$ cat src/rtl/svpwm_pkg.sv
// shared types, constants and helpers for the space vector duty calculator
`default_nettype none

package svpwm_pkg;

    // configuration register indexes
    localparam int CFG_IDX_W = 4;
    localparam logic [CFG_IDX_W-1:0] CFG_PERIOD_TICKS = 4'd0;
    localparam logic [CFG_IDX_W-1:0] CFG_PERIOD_SQRT3 = 4'd1;
    localparam int CFG_DATA_W = 16;

    localparam int PERIOD_W = 14;
    localparam int SQRT3_W  = 16;
    localparam logic [PERIOD_W-1:0] PERIOD_RST = 14'd1800;
    localparam logic [SQRT3_W-1:0]  SQRT3_RST  = 16'd12470;

    // period scale t = 4 * timer period
    localparam int T_W = PERIOD_W + 2;

    // product, x/y/z and numerator widths
    localparam int PROD_W = 34;
    localparam int NUM_W  = PROD_W + 1;

    // divide by 131072, and by 2 * 131072 for the combined numerator
    localparam int DIV_SHIFT     = 17;
    localparam int NUM_DIV_SHIFT = DIV_SHIFT + 1;

    localparam int DUTY_W = 16;

    typedef logic [2:0] t_sector;
    localparam t_sector SEC_1 = 3'd1;
    localparam t_sector SEC_2 = 3'd2;
    localparam t_sector SEC_3 = 3'd3;
    localparam t_sector SEC_4 = 3'd4;
    localparam t_sector SEC_5 = 3'd5;
    localparam t_sector SEC_6 = 3'd6;

    typedef struct packed {
        logic signed [15:0] v_alpha;
        logic signed [15:0] v_beta;
    } t_cmd;

    typedef struct packed {
        logic [DUTY_W-1:0] duty_a;
        logic [DUTY_W-1:0] duty_b;
        logic [DUTY_W-1:0] duty_c;
        t_sector           sector;
    } t_result;

    // signed halving, truncated toward zero
    function automatic logic signed [PROD_W-1:0] half_trunc(
        input logic signed [NUM_W-1:0] v
    );
        logic signed [NUM_W-1:0] biased;
        logic signed [NUM_W-1:0] shifted;
        biased  = v + NUM_W'(v[NUM_W-1]);
        shifted = biased >>> 1;
        return shifted[PROD_W-1:0];
    endfunction

    // signed shift divide truncated toward zero, low duty bits kept
    function automatic logic [DUTY_W-1:0] quot_trunc(
        input logic signed [NUM_W-1:0] v,
        input int unsigned             sh
    );
        logic signed [NUM_W-1:0] bias;
        logic signed [NUM_W-1:0] shifted;
        bias    = v[NUM_W-1] ? ((NUM_W'(1) <<< sh) - NUM_W'(1)) : '0;
        shifted = (v + bias) >>> sh;
        return shifted[DUTY_W-1:0];
    endfunction

endpackage

`default_nettype wire

$ cat src/rtl/svpwm_xyz.sv
// x, y, z forming and sector choice from the scaled alpha/beta products
`default_nettype none

module svpwm_xyz (
    input  wire logic signed [svpwm_pkg::PROD_W-1:0] i_ua,
    input  wire logic signed [svpwm_pkg::PROD_W-1:0] i_ub,
    output logic signed [svpwm_pkg::PROD_W-1:0]      o_x,
    output logic signed [svpwm_pkg::PROD_W-1:0]      o_y,
    output logic signed [svpwm_pkg::PROD_W-1:0]      o_z,
    output svpwm_pkg::t_sector                       o_sector
);

    logic signed [svpwm_pkg::NUM_W-1:0] sum;
    logic signed [svpwm_pkg::NUM_W-1:0] diff;

    always_comb begin
        sum  = svpwm_pkg::NUM_W'(i_ub) + svpwm_pkg::NUM_W'(i_ua);
        diff = svpwm_pkg::NUM_W'(i_ub) - svpwm_pkg::NUM_W'(i_ua);
        o_x  = i_ub;
        o_y  = svpwm_pkg::half_trunc(sum);
        o_z  = svpwm_pkg::half_trunc(diff);

        if (o_y[svpwm_pkg::PROD_W-1]) begin
            if (o_z[svpwm_pkg::PROD_W-1]) begin
                o_sector = svpwm_pkg::SEC_5;
            end else if (o_x <= 0) begin
                o_sector = svpwm_pkg::SEC_4;
            end else begin
                o_sector = svpwm_pkg::SEC_3;
            end
        end else begin
            if (!o_z[svpwm_pkg::PROD_W-1]) begin
                o_sector = svpwm_pkg::SEC_2;
            end else if (o_x <= 0) begin
                o_sector = svpwm_pkg::SEC_6;
            end else begin
                o_sector = svpwm_pkg::SEC_1;
            end
        end
    end

endmodule

`default_nettype wire

$ cat src/rtl/svpwm_duty_cycle_calc_core.sv
// top level: space vector pwm duty and sector calculator
`default_nettype none

// Takes one alpha/beta voltage command (signed q1.15) per start transaction and
// returns the three phase compare values and the sector number, marked by a
// one-cycle o_done strobe. The datapath is a five-register pipeline (command,
// products, x/y/z and sector, quotients, result), so a new command may be
// started in every cycle and o_busy stays low; the receiver cannot stall, so
// results must be taken when o_done is high. Configuration writes (index 0:
// timer period in ticks, index 1: period_sqrt3) are always accepted and
// should be made while no command is in flight; other indexes are ignored.
// Phase values wrap to 16 bits and are not saturated.

module svpwm_duty_cycle_calc_core (
    input  wire logic                                 i_clk,
    input  wire logic                                 i_rst_n,
    // command channel
    input  wire logic                                 i_start,
    output logic                                      o_busy,
    input  wire svpwm_pkg::t_cmd                      i_cmd,
    // result channel
    output logic                                      o_done,
    output svpwm_pkg::t_result                        o_result,
    // configuration channel
    input  wire logic                                 i_cfg_valid,
    output logic                                      o_cfg_ready,
    input  wire logic [svpwm_pkg::CFG_IDX_W-1:0]      i_cfg_index,
    input  wire logic [svpwm_pkg::CFG_DATA_W-1:0]     i_cfg_data
);

    // configuration registers
    logic [svpwm_pkg::PERIOD_W-1:0] r_period_ticks;
    logic [svpwm_pkg::SQRT3_W-1:0]  r_period_sqrt3;

    // stage valids, one per pipeline register
    logic r_v0, r_v1, r_v2, r_v3, r_done;

    // stage 0: captured command
    svpwm_pkg::t_cmd r_cmd;

    // stage 1: scaled products
    logic signed [svpwm_pkg::PROD_W-1:0] r_ua;
    logic signed [svpwm_pkg::PROD_W-1:0] r_ub;
    logic [svpwm_pkg::T_W-1:0]           r_t1;

    // stage 2: x, y, z and sector
    logic signed [svpwm_pkg::PROD_W-1:0] r_x;
    logic signed [svpwm_pkg::PROD_W-1:0] r_y;
    logic signed [svpwm_pkg::PROD_W-1:0] r_z;
    logic [svpwm_pkg::T_W-1:0]           r_t2;
    svpwm_pkg::t_sector                  r_sec2;

    // stage 3: truncated quotients, low 16 bits
    logic [svpwm_pkg::DUTY_W-1:0] r_qa;
    logic [svpwm_pkg::DUTY_W-1:0] r_qx;
    logic [svpwm_pkg::DUTY_W-1:0] r_qy;
    logic [svpwm_pkg::DUTY_W-1:0] r_qz;
    svpwm_pkg::t_sector           r_sec3;

    // result register
    svpwm_pkg::t_result r_result;

    logic                                accept;
    logic [svpwm_pkg::T_W-1:0]           t_scale;
    logic signed [svpwm_pkg::PROD_W-1:0] n_ua;
    logic signed [svpwm_pkg::PROD_W-1:0] n_ub;
    logic signed [svpwm_pkg::PROD_W-1:0] xyz_x;
    logic signed [svpwm_pkg::PROD_W-1:0] xyz_y;
    logic signed [svpwm_pkg::PROD_W-1:0] xyz_z;
    svpwm_pkg::t_sector                  xyz_sec;
    logic signed [svpwm_pkg::NUM_W-1:0]  num;
    logic signed [svpwm_pkg::NUM_W-1:0]  t_ext;
    logic [svpwm_pkg::DUTY_W-1:0]        half_t;
    logic [svpwm_pkg::DUTY_W-1:0]        n_qa;
    svpwm_pkg::t_result                  n_result;

    // pipeline never holds a command off
    assign o_busy      = 1'b0;
    assign o_cfg_ready = 1'b1;
    assign accept      = i_start && !o_busy;

    // configuration write
    always_ff @(posedge i_clk) begin
        if (!i_rst_n) begin
            r_period_ticks <= svpwm_pkg::PERIOD_RST;
            r_period_sqrt3 <= svpwm_pkg::SQRT3_RST;
        end else if (i_cfg_valid && o_cfg_ready) begin
            case (i_cfg_index)
                svpwm_pkg::CFG_PERIOD_TICKS: begin
                    r_period_ticks <= i_cfg_data[svpwm_pkg::PERIOD_W-1:0];
                end
                svpwm_pkg::CFG_PERIOD_SQRT3: begin
                    r_period_sqrt3 <= i_cfg_data[svpwm_pkg::SQRT3_W-1:0];
                end
                default: begin
                    // unknown index, write dropped
                end
            endcase
        end
    end

    // valid chain
    always_ff @(posedge i_clk) begin
        if (!i_rst_n) begin
            r_v0   <= 1'b0;
            r_v1   <= 1'b0;
            r_v2   <= 1'b0;
            r_v3   <= 1'b0;
            r_done <= 1'b0;
        end else begin
            r_v0   <= accept;
            r_v1   <= r_v0;
            r_v2   <= r_v1;
            r_v3   <= r_v2;
            r_done <= r_v3;
        end
    end

    // stage 0: command register
    always_ff @(posedge i_clk) begin
        if (accept) begin
            r_cmd <= i_cmd;
        end
    end

    // stage 1: alpha * period_sqrt3 and -(beta * t), one multiplier each
    always_comb begin
        t_scale = {r_period_ticks, 2'b00};
        n_ua    = svpwm_pkg::PROD_W'(r_cmd.v_alpha * $signed({1'b0, r_period_sqrt3}));
        n_ub    = -(svpwm_pkg::PROD_W'(r_cmd.v_beta * $signed({2'b00, t_scale})));
    end

    always_ff @(posedge i_clk) begin
        if (r_v0) begin
            r_ua <= n_ua;
            r_ub <= n_ub;
            r_t1 <= t_scale;
        end
    end

    // stage 2: x, y, z and sector
    svpwm_xyz u_xyz (
        .i_ua     (r_ua),
        .i_ub     (r_ub),
        .o_x      (xyz_x),
        .o_y      (xyz_y),
        .o_z      (xyz_z),
        .o_sector (xyz_sec)
    );

    always_ff @(posedge i_clk) begin
        if (r_v1) begin
            r_x    <= xyz_x;
            r_y    <= xyz_y;
            r_z    <= xyz_z;
            r_t2   <= r_t1;
            r_sec2 <= xyz_sec;
        end
    end

    // stage 3: sector numerator, halved and scaled down by 131072 in one shift
    always_comb begin
        t_ext  = $signed({{(svpwm_pkg::NUM_W-svpwm_pkg::T_W){1'b0}}, r_t2});
        half_t = svpwm_pkg::DUTY_W'(r_t2 >> 3);
        case (r_sec2)
            svpwm_pkg::SEC_1, svpwm_pkg::SEC_4: begin
                num = t_ext + svpwm_pkg::NUM_W'(r_x) - svpwm_pkg::NUM_W'(r_z);
            end
            svpwm_pkg::SEC_2, svpwm_pkg::SEC_5: begin
                num = t_ext + svpwm_pkg::NUM_W'(r_y) - svpwm_pkg::NUM_W'(r_z);
            end
            default: begin
                // sectors 3 and 6
                num = t_ext - svpwm_pkg::NUM_W'(r_x) + svpwm_pkg::NUM_W'(r_y);
            end
        endcase
        n_qa = half_t + svpwm_pkg::quot_trunc(num, svpwm_pkg::NUM_DIV_SHIFT);
    end

    always_ff @(posedge i_clk) begin
        if (r_v2) begin
            r_qa   <= n_qa;
            r_qx   <= svpwm_pkg::quot_trunc(svpwm_pkg::NUM_W'(r_x), svpwm_pkg::DIV_SHIFT);
            r_qy   <= svpwm_pkg::quot_trunc(svpwm_pkg::NUM_W'(r_y), svpwm_pkg::DIV_SHIFT);
            r_qz   <= svpwm_pkg::quot_trunc(svpwm_pkg::NUM_W'(r_z), svpwm_pkg::DIV_SHIFT);
            r_sec3 <= r_sec2;
        end
    end

    // stage 4: phase times, modulo 16 bits
    always_comb begin
        n_result.duty_a = r_qa;
        n_result.sector = r_sec3;
        case (r_sec3)
            svpwm_pkg::SEC_1, svpwm_pkg::SEC_4: begin
                n_result.duty_b = r_qa + r_qz;
                n_result.duty_c = r_qa + r_qz - r_qx;
            end
            svpwm_pkg::SEC_2, svpwm_pkg::SEC_5: begin
                n_result.duty_b = r_qa + r_qz;
                n_result.duty_c = r_qa - r_qy;
            end
            default: begin
                // sectors 3 and 6
                n_result.duty_c = r_qa - r_qy;
                n_result.duty_b = r_qa - r_qy + r_qx;
            end
        endcase
    end

    always_ff @(posedge i_clk) begin
        if (r_v3) begin
            r_result <= n_result;
        end
    end

    assign o_done   = r_done;
    assign o_result = r_result;

endmodule

`default_nettype wire

$ cat config.mk
export PLATFORM = sky130hd
export DESIGN_NAME = svpwm_duty_cycle_calc_core
export DESIGN_NICKNAME = d
export VERILOG_FILES = /design/src/rtl/svpwm_pkg.sv /design/src/rtl/svpwm_xyz.sv /design/src/rtl/svpwm_duty_cycle_calc_core.sv
export SDC_FILE = /design/constraint.sdc
export NUM_CORES = 2
export LEC_CHECK = 0
export BUFFER_PORTS_ARGS = -buffer_cell sky130_fd_sc_hd__buf_2
export CORE_UTILIZATION = 25
export CTS_CLUSTER_SIZE = 14
export DETAILED_ROUTE_END_ITERATION = 12
export SLEW_MARGIN = 20
export SYNTH_ARGS = -nofsm -noshare
export SYNTH_HDL_FRONTEND = slang
export SYNTH_SLANG_ARGS = --single-unit
$ cat constraint.sdc
create_clock -name i_clk -period 18.43 [get_ports i_clk]
set_input_delay 1.843 -clock i_clk [delete_from_list [all_inputs] [get_ports i_clk]]
set_output_delay 1.843 -clock i_clk [all_outputs]
set_load 0.01 [all_outputs]
======== Word-level counts from Yosys, hierarchy flattened ========
Index checks and enable logic that the tools add are counted.
word-level totals
  flip-flop bits (word level) ............. 385
  output and inout port bits .............. 54
  logic and storage cells ................. 76
operators by class
  add/sub/neg operators ................... 20
  multiply operators ...................... 2
  $lt $le $gt $ge ......................... 1
  eq/ne operators ......................... 9
  muxes and demuxes ....................... 11
  reduce and logical (&&, ||, !) cells .... 7
operator list
  operator                                                                            count
  33-bit by 18-bit adder with 33-bit output                                           3
  17-bit by 34-bit adder with 35-bit output                                           2
  35-bit by 1-bit adder with 35-bit output                                            2
  35-bit case mux with 2 select lines                                                 1
  35-bit by 34-bit subtractor with 35-bit output                                      2
  32-bit case mux with 2 select lines                                                 1
  17-bit two-way mux                                                                  3
  34-bit by 33-bit adder with 35-bit output                                           1
  35-bit by 34-bit adder with 35-bit output                                           1
  17-bit by 34-bit subtractor with 35-bit output                                      1
  34-bit by 33-bit subtractor with 35-bit output                                      1
  34-bit by 19-bit adder with 34-bit output                                           1
  34-bit by 1-bit less-or-equal comparator with 1-bit output (second input constant)  1
  33-bit negator with 34-bit output                                                   1
  16-bit by 17-bit multiplier with 33-bit output                                      1
  16-bit adder                                                                        2
  16-bit subtractor                                                                   2
  16-bit by 15-bit multiplier with 31-bit output                                      1
  18-bit two-way mux                                                                  1
  13-bit by 16-bit adder with 16-bit output                                           1
  3-bit two-way mux                                                                   5
  3-bit == test (second input constant)                                               4
  2-bit OR reduction                                                                  4
  3-bit by 1-bit == test with 1-bit output (second input constant)                    2
  other kinds (4)                                                                     6

======== Longest topological paths before layout ========
  word-level depth ........................ 6
  gate-level depth with buffers ........... 41
  depth with buffers taken out ............ 41

======== Cells and area by module ========
A second synthesis with hierarchy kept.
second synthesis, totals
  cells, all modules ...................... 5,432
  area total of the unflattened synthesis .. 49,959.2 um^2
by module, submodules not included
  module                      times used  cells each  area an instance (um^2)  seq. area each (um^2)
  svpwm_duty_cycle_calc_core  1           4,495       43,658.1                 11,150.7
  svpwm_xyz                   1           937         6,301.0                  0.0

======== Least setup slack after synthesis ========
OpenSTA, ideal clock, no wires.
  path type ............................... reg-to-reg
  start ................................... register r_x[15] (netlist bit)
  end ..................................... register r_qa[15] (netlist bit), data pin
  library setup time ...................... 0.265 ns
  data arrival time ....................... 8.010 ns
  setup slack ............................. 10.155 ns
  cell stages (with the launch flop) ...... 38
  buffers on the path ..................... 0
  period minus slack after synthesis ...... 8.275 ns
  cell sequence ........................... edfxtp_1 -> inv_1 -> fa_1 -> inv_1 -> ha_1 -> nand4_1 -> or3_1 -> a2111oi_0 -> o311ai_1 -> o21a_1 -> o211a_1 -> a2111o_1 -> nor3_2 -> inv_1 -> ha_1 -> a21o_1 -> a21o_1 -> a21oi_1 -> [2 not listed] -> nand2_1 -> o2111ai_1 -> a21oi_1 -> a21oi_1 -> ha_1 -> a21o_1 -> a21oi_1 -> o21bai_1 -> a21oi_1 -> o21ai_0 -> a21oi_1 -> nor2b_1 -> o21a_1 -> o21a_1 -> o21ai_0 -> a21oi_1 -> a21oi_1 -> xor2_1
between the ends
  word-level cells in the longest chain between the ends .. 6
ends and longest elaborated chain
  item                                                                                                                RTL line                                                              source
  start, declared                                                                                                     svpwm_duty_cycle_calc_core.sv:47                                      logic signed [svpwm_pkg::PROD_W-1:0] r_x;
  start signal, assigned                                                                                              svpwm_duty_cycle_calc_core.sv:153                                     r_x <= xyz_x;
  17-bit by 34-bit subtractor with 35-bit output / 17-bit by 34-bit adder with 35-bit output (equally long branches)  svpwm_duty_cycle_calc_core.sv:174, svpwm_duty_cycle_calc_core.sv:167
  35-bit by 34-bit adder with 35-bit output / 35-bit by 34-bit subtractor with 35-bit output (equally long branches)  svpwm_duty_cycle_calc_core.sv:174, svpwm_duty_cycle_calc_core.sv:167
  35-bit case mux with 2 select lines *                                                                               svpwm_duty_cycle_calc_core.sv:165                                     case (r_sec2)
  18-bit two-way mux                                                                                                  svpwm_pkg.sv:68                                                       bias = v[NUM_W-1] ? ((NUM_W'(1) <<< sh) - NUM_W'(1)) : '0;
  34-bit by 19-bit adder with 34-bit output *                                                                         svpwm_pkg.sv:69                                                       shifted = (v + bias) >>> sh;
  13-bit by 16-bit adder with 16-bit output *                                                                         svpwm_duty_cycle_calc_core.sv:177                                     n_qa = half_t + svpwm_pkg::quot_trunc(num, svpwm_pkg::NUM_DIV_SHIFT);
  net n_qa (one bit)                                                                                                  svpwm_duty_cycle_calc_core.sv:74                                      logic [svpwm_pkg::DUTY_W-1:0] n_qa;
  end signal, assigned                                                                                                svpwm_duty_cycle_calc_core.sv:182                                     r_qa <= n_qa;
  end, declared                                                                                                       svpwm_duty_cycle_calc_core.sv:54                                      logic [svpwm_pkg::DUTY_W-1:0] r_qa;
The timed path passes the listed nets; every way through them passes the cells marked *.
A chain may end at the register's enable or synchronous reset.

======== Worst setup path after layout ========
  start ................................... register r_x[13] (netlist bit)
  end ..................................... register r_qa[15] (netlist bit), data pin
Same word-level chain as after synthesis.

==> results_dict.tcl <==
set metrics [dict create \
    routed.top_layer "met4" \
    worst_slew_pin_slew_ns 1.074 \
    ant_nets 0 \
    seq_area_mm2 0.01110 \
    numCtsBuffers 46 \
    hp-class "register to register" \
    cp_slowest_cell "a2111oi_0" \
    vias 35930 \
    synth_edf_count 346 \
    io_buffers 107 \
    track_usage_pct 13.74 \
    antenna_found_initial 9 \
    drt_iter0_drc 2347 \
    stdcell_count 7688 \
    clk_latency_ns 0.65 \
    coreArea_mm2 0.1886 \
    dp_slack_ns 8.111 \
    skew_ns 0.02496 \
    ir_drop_uv 165.2 \
    fin_area_mm2 0.05272 \
    grt_pass1_vias 37020 \
    crit_top_cell "a21oi_1" \
    syn_area_mm2 0.04771 \
    fillCellCount 19970 \
    dp.cells 7603 \
    hold_viol_final 0 \
    cp_data_required_time_ns 18.80 \
    rr_endpoint "r_qa[15]$_DFFE_PP_" \
    wl_met1_um 63950 \
    grt_pass1_wl_um 209400 \
    endpoint_kind "register" \
    placed_area_mm2 0.05112 \
    crit_path_max_fanout 17 \
    p_leak_uw 0.02330 \
    die_x_um 438.9 \
    regToRegSetupSlack_ns 8.02 \
    ctsHoldBuffers 0 \
    layout_common_cells "815 x inv_1, 557 x ha_1, 503 x nand2_1" \
    drtPass1Iterations 5 \
    clk_pin_slew_ns 0.06 \
    grt_max_degree 81 \
    ys_ff_latch 381 \
    finalMaxSlewViolations 0 \
    synth_cell_type_count 100 \
    multi_input_area_mm2 0.03304 \
    max_cap_viol_count 0 \
    vias_per_cell 4.674 \
    die_y_um 438.9 \
    worstPathArrival_ns 10.79 \
    clockBufferDepth 3 \
    die_area_mm2 0.1926 \
    fmaxAchievable_mhz 96.03 \
    gp_congestion 0.9519 \
    reg2reg_from "r_x[13]$_DFFE_PP_" \
    ys_seq_area_share_pct 23.24 \
    period_needed_ns 10.41 \
    syn_area_per_cell_um2 9.355 \
    wl_met3_um 7627 \
    synth_cells 5100 \
    wl_per_cell_um 17.24 \
    area_growth_pct 10.49 \
    layout_commonest_cell "inv_1" \
    htreeDepth 2 \
    worst_slack_ns 8.016 \
    setup_viol 0 \
    fin_total_pwr_uw 8852 \
    hold_depth 0 \
    path_class "register to register" \
    hpwl_um 108300 \
    cts_tree "done" \
    worstSetupStartpoint "r_x[13]$_DFFE_PP_" \
    grt_overflow 0 \
    status "complete, no violations" \
    drc 0 \
    power_density_mw_per_mm2 167.9 \
    finalSetupTns_ns 0 \
    ys.flop_type "edfxtp_1" \
    rows 159 \
    async_flop_share_pct 0 \
    finalCritPeriodShare_pct 56.50 \
    io_pins 110 \
    reg2reg_depth 37 \
    cp-start-kind "register" \
    yosysWarnings 0 \
    slowest_delay_ns 0.80 \
    cts-root-buf "clkbuf_16" \
    initial_core_util_pct 25.30 \
    crit_end "r_qa[15]$_DFFE_PP_" \
    drive_gt1_share_pct 5.508 \
    post_cts_buffers 0 \
    nNetsFinal 6231 \
    clock_sinks 381 \
    routed_wl_um 132500 \
    post_cts_resized 0 \
    rsz0062_at_grt "no" \
    synth_nets 6174 \
    maxSlewHeadroom_pct 27.77 \
    met2WireLength_um 57820 \
]
cells by family (layout without fill, tap and decap cells):
| kind of cell | Yosys count | count (layout) | share of synthesized area, % |
|---|---|---|---|
| mux | 17 | 17 | 0.3750 |
| other cells | 2 | 3 | 0.01574 |
| fa+ha+maj | 1021 | 1021 | 34.02 |
| simple gates | 1421 | 1421 | 14.75 |
| flops | 381 | 381 | 23.24 |
| buf+inv | 952 | 1044 | 7.563 |
| xor+xnor | 416 | 416 | 7.636 |
| compound gates | 890 | 890 | 12.39 |
worst min path at each step:
stage                       start            endpoint  slack (ns)
6_report       r_t1[13]$_DFFE_PP_  r_t2[13]$_DFFE_PP_        0.53
5_1_grt        r_t1[15]$_DFFE_PP_  r_t2[15]$_DFFE_PP_        0.53
4_1_cts        r_t1[15]$_DFFE_PP_  r_t2[15]$_DFFE_PP_        0.53
3_5_place_dp   r_t1[13]$_DFFE_PP_  r_t2[13]$_DFFE_PP_        0.52
3_3_place_gp   r_t1[14]$_DFFE_PP_  r_t2[14]$_DFFE_PP_        0.52
2_1_floorplan  r_t1[10]$_DFFE_PP_  r_t2[10]$_DFFE_PP_        0.40
Yosys cell counts, types with 71 or more instances:
master / number / area [um2]
inv_1: 815 / 3059
ha_1: 557 / 6969
nand2_1: 503 / 1888
fa_1: 461 / 9229
edfxtp_1: 346 / 10390
xnor2_1: 292 / 2557
and2_1: 245 / 1533
a21oi_1: 237 / 1186
nor2_1: 226 / 848.3
o21ai_0: 153 / 765.7
xor2_1: 124 / 1086
a21o_1: 118 / 885.9
clkbuf_1: 115 / 431.7
nand3_1: 85 / 425.4
nor3_1: 71 / 355.3
per-stage QoR:
step	hold WS (ns)	utilization (%)
2_1_floorplan	0.4003	-
3_3_place_gp	0.5221	27.10
3_5_place_dp	0.5155	27.10
4_1_cts	0.5281	27.94
5_1_grt	0.5259	27.95
6_report	0.5326	27.95
state kept, by name, summed over array words and instances (netlist names), 14 cells and up:
name            flops
o_result           51
r_y                34
r_z                34
r_ua               33
r_cmd              32
r_ub               32
r_x                32
r_period_sqrt3     16
r_qa               16
r_qx               16
r_qy               16
r_qz               16
r_period_ticks     14
r_t1               14
r_t2               14
routing by layer:
metal	up-vias	global-route usage, %
met5	-	0
met1	17670	19.61
li1	17200	-
met3	150	1.806
met4	0	3.580
met2	918	21.68
power breakdown:
part	leakage, uW	switching, uW	internal [uW]
combinational	0.0191	3760	2560
sequential	0.00348	224	1330
clock	0.000769	413	564
worst max-delay path, delay by kind of cell (launching register included):
family | cells | cell delay (ns)
compound gates | 23 | 6.38
xor+xnor | 1 | 0.08
fa+ha+maj | 4 | 1.61
buf+inv | 3 | 0.47
flops | 1 | 0.42
simple gates | 6 | 1.12
final cells by class:
class / instances / share of cell area (%)
Multi-Input combinational cell: 3767 / 62.67
Tap cell: 2495 / 5.922
Inverter: 820 / 5.839
Timing Repair Buffer: 141 / 1.500
Sequential cell: 381 / 21.06
Antenna cell: 1 / 0.004747
Clock inverter: 34 / 0.7975
Clock buffer: 49 / 2.205
(Power assumes the default switching activity.)
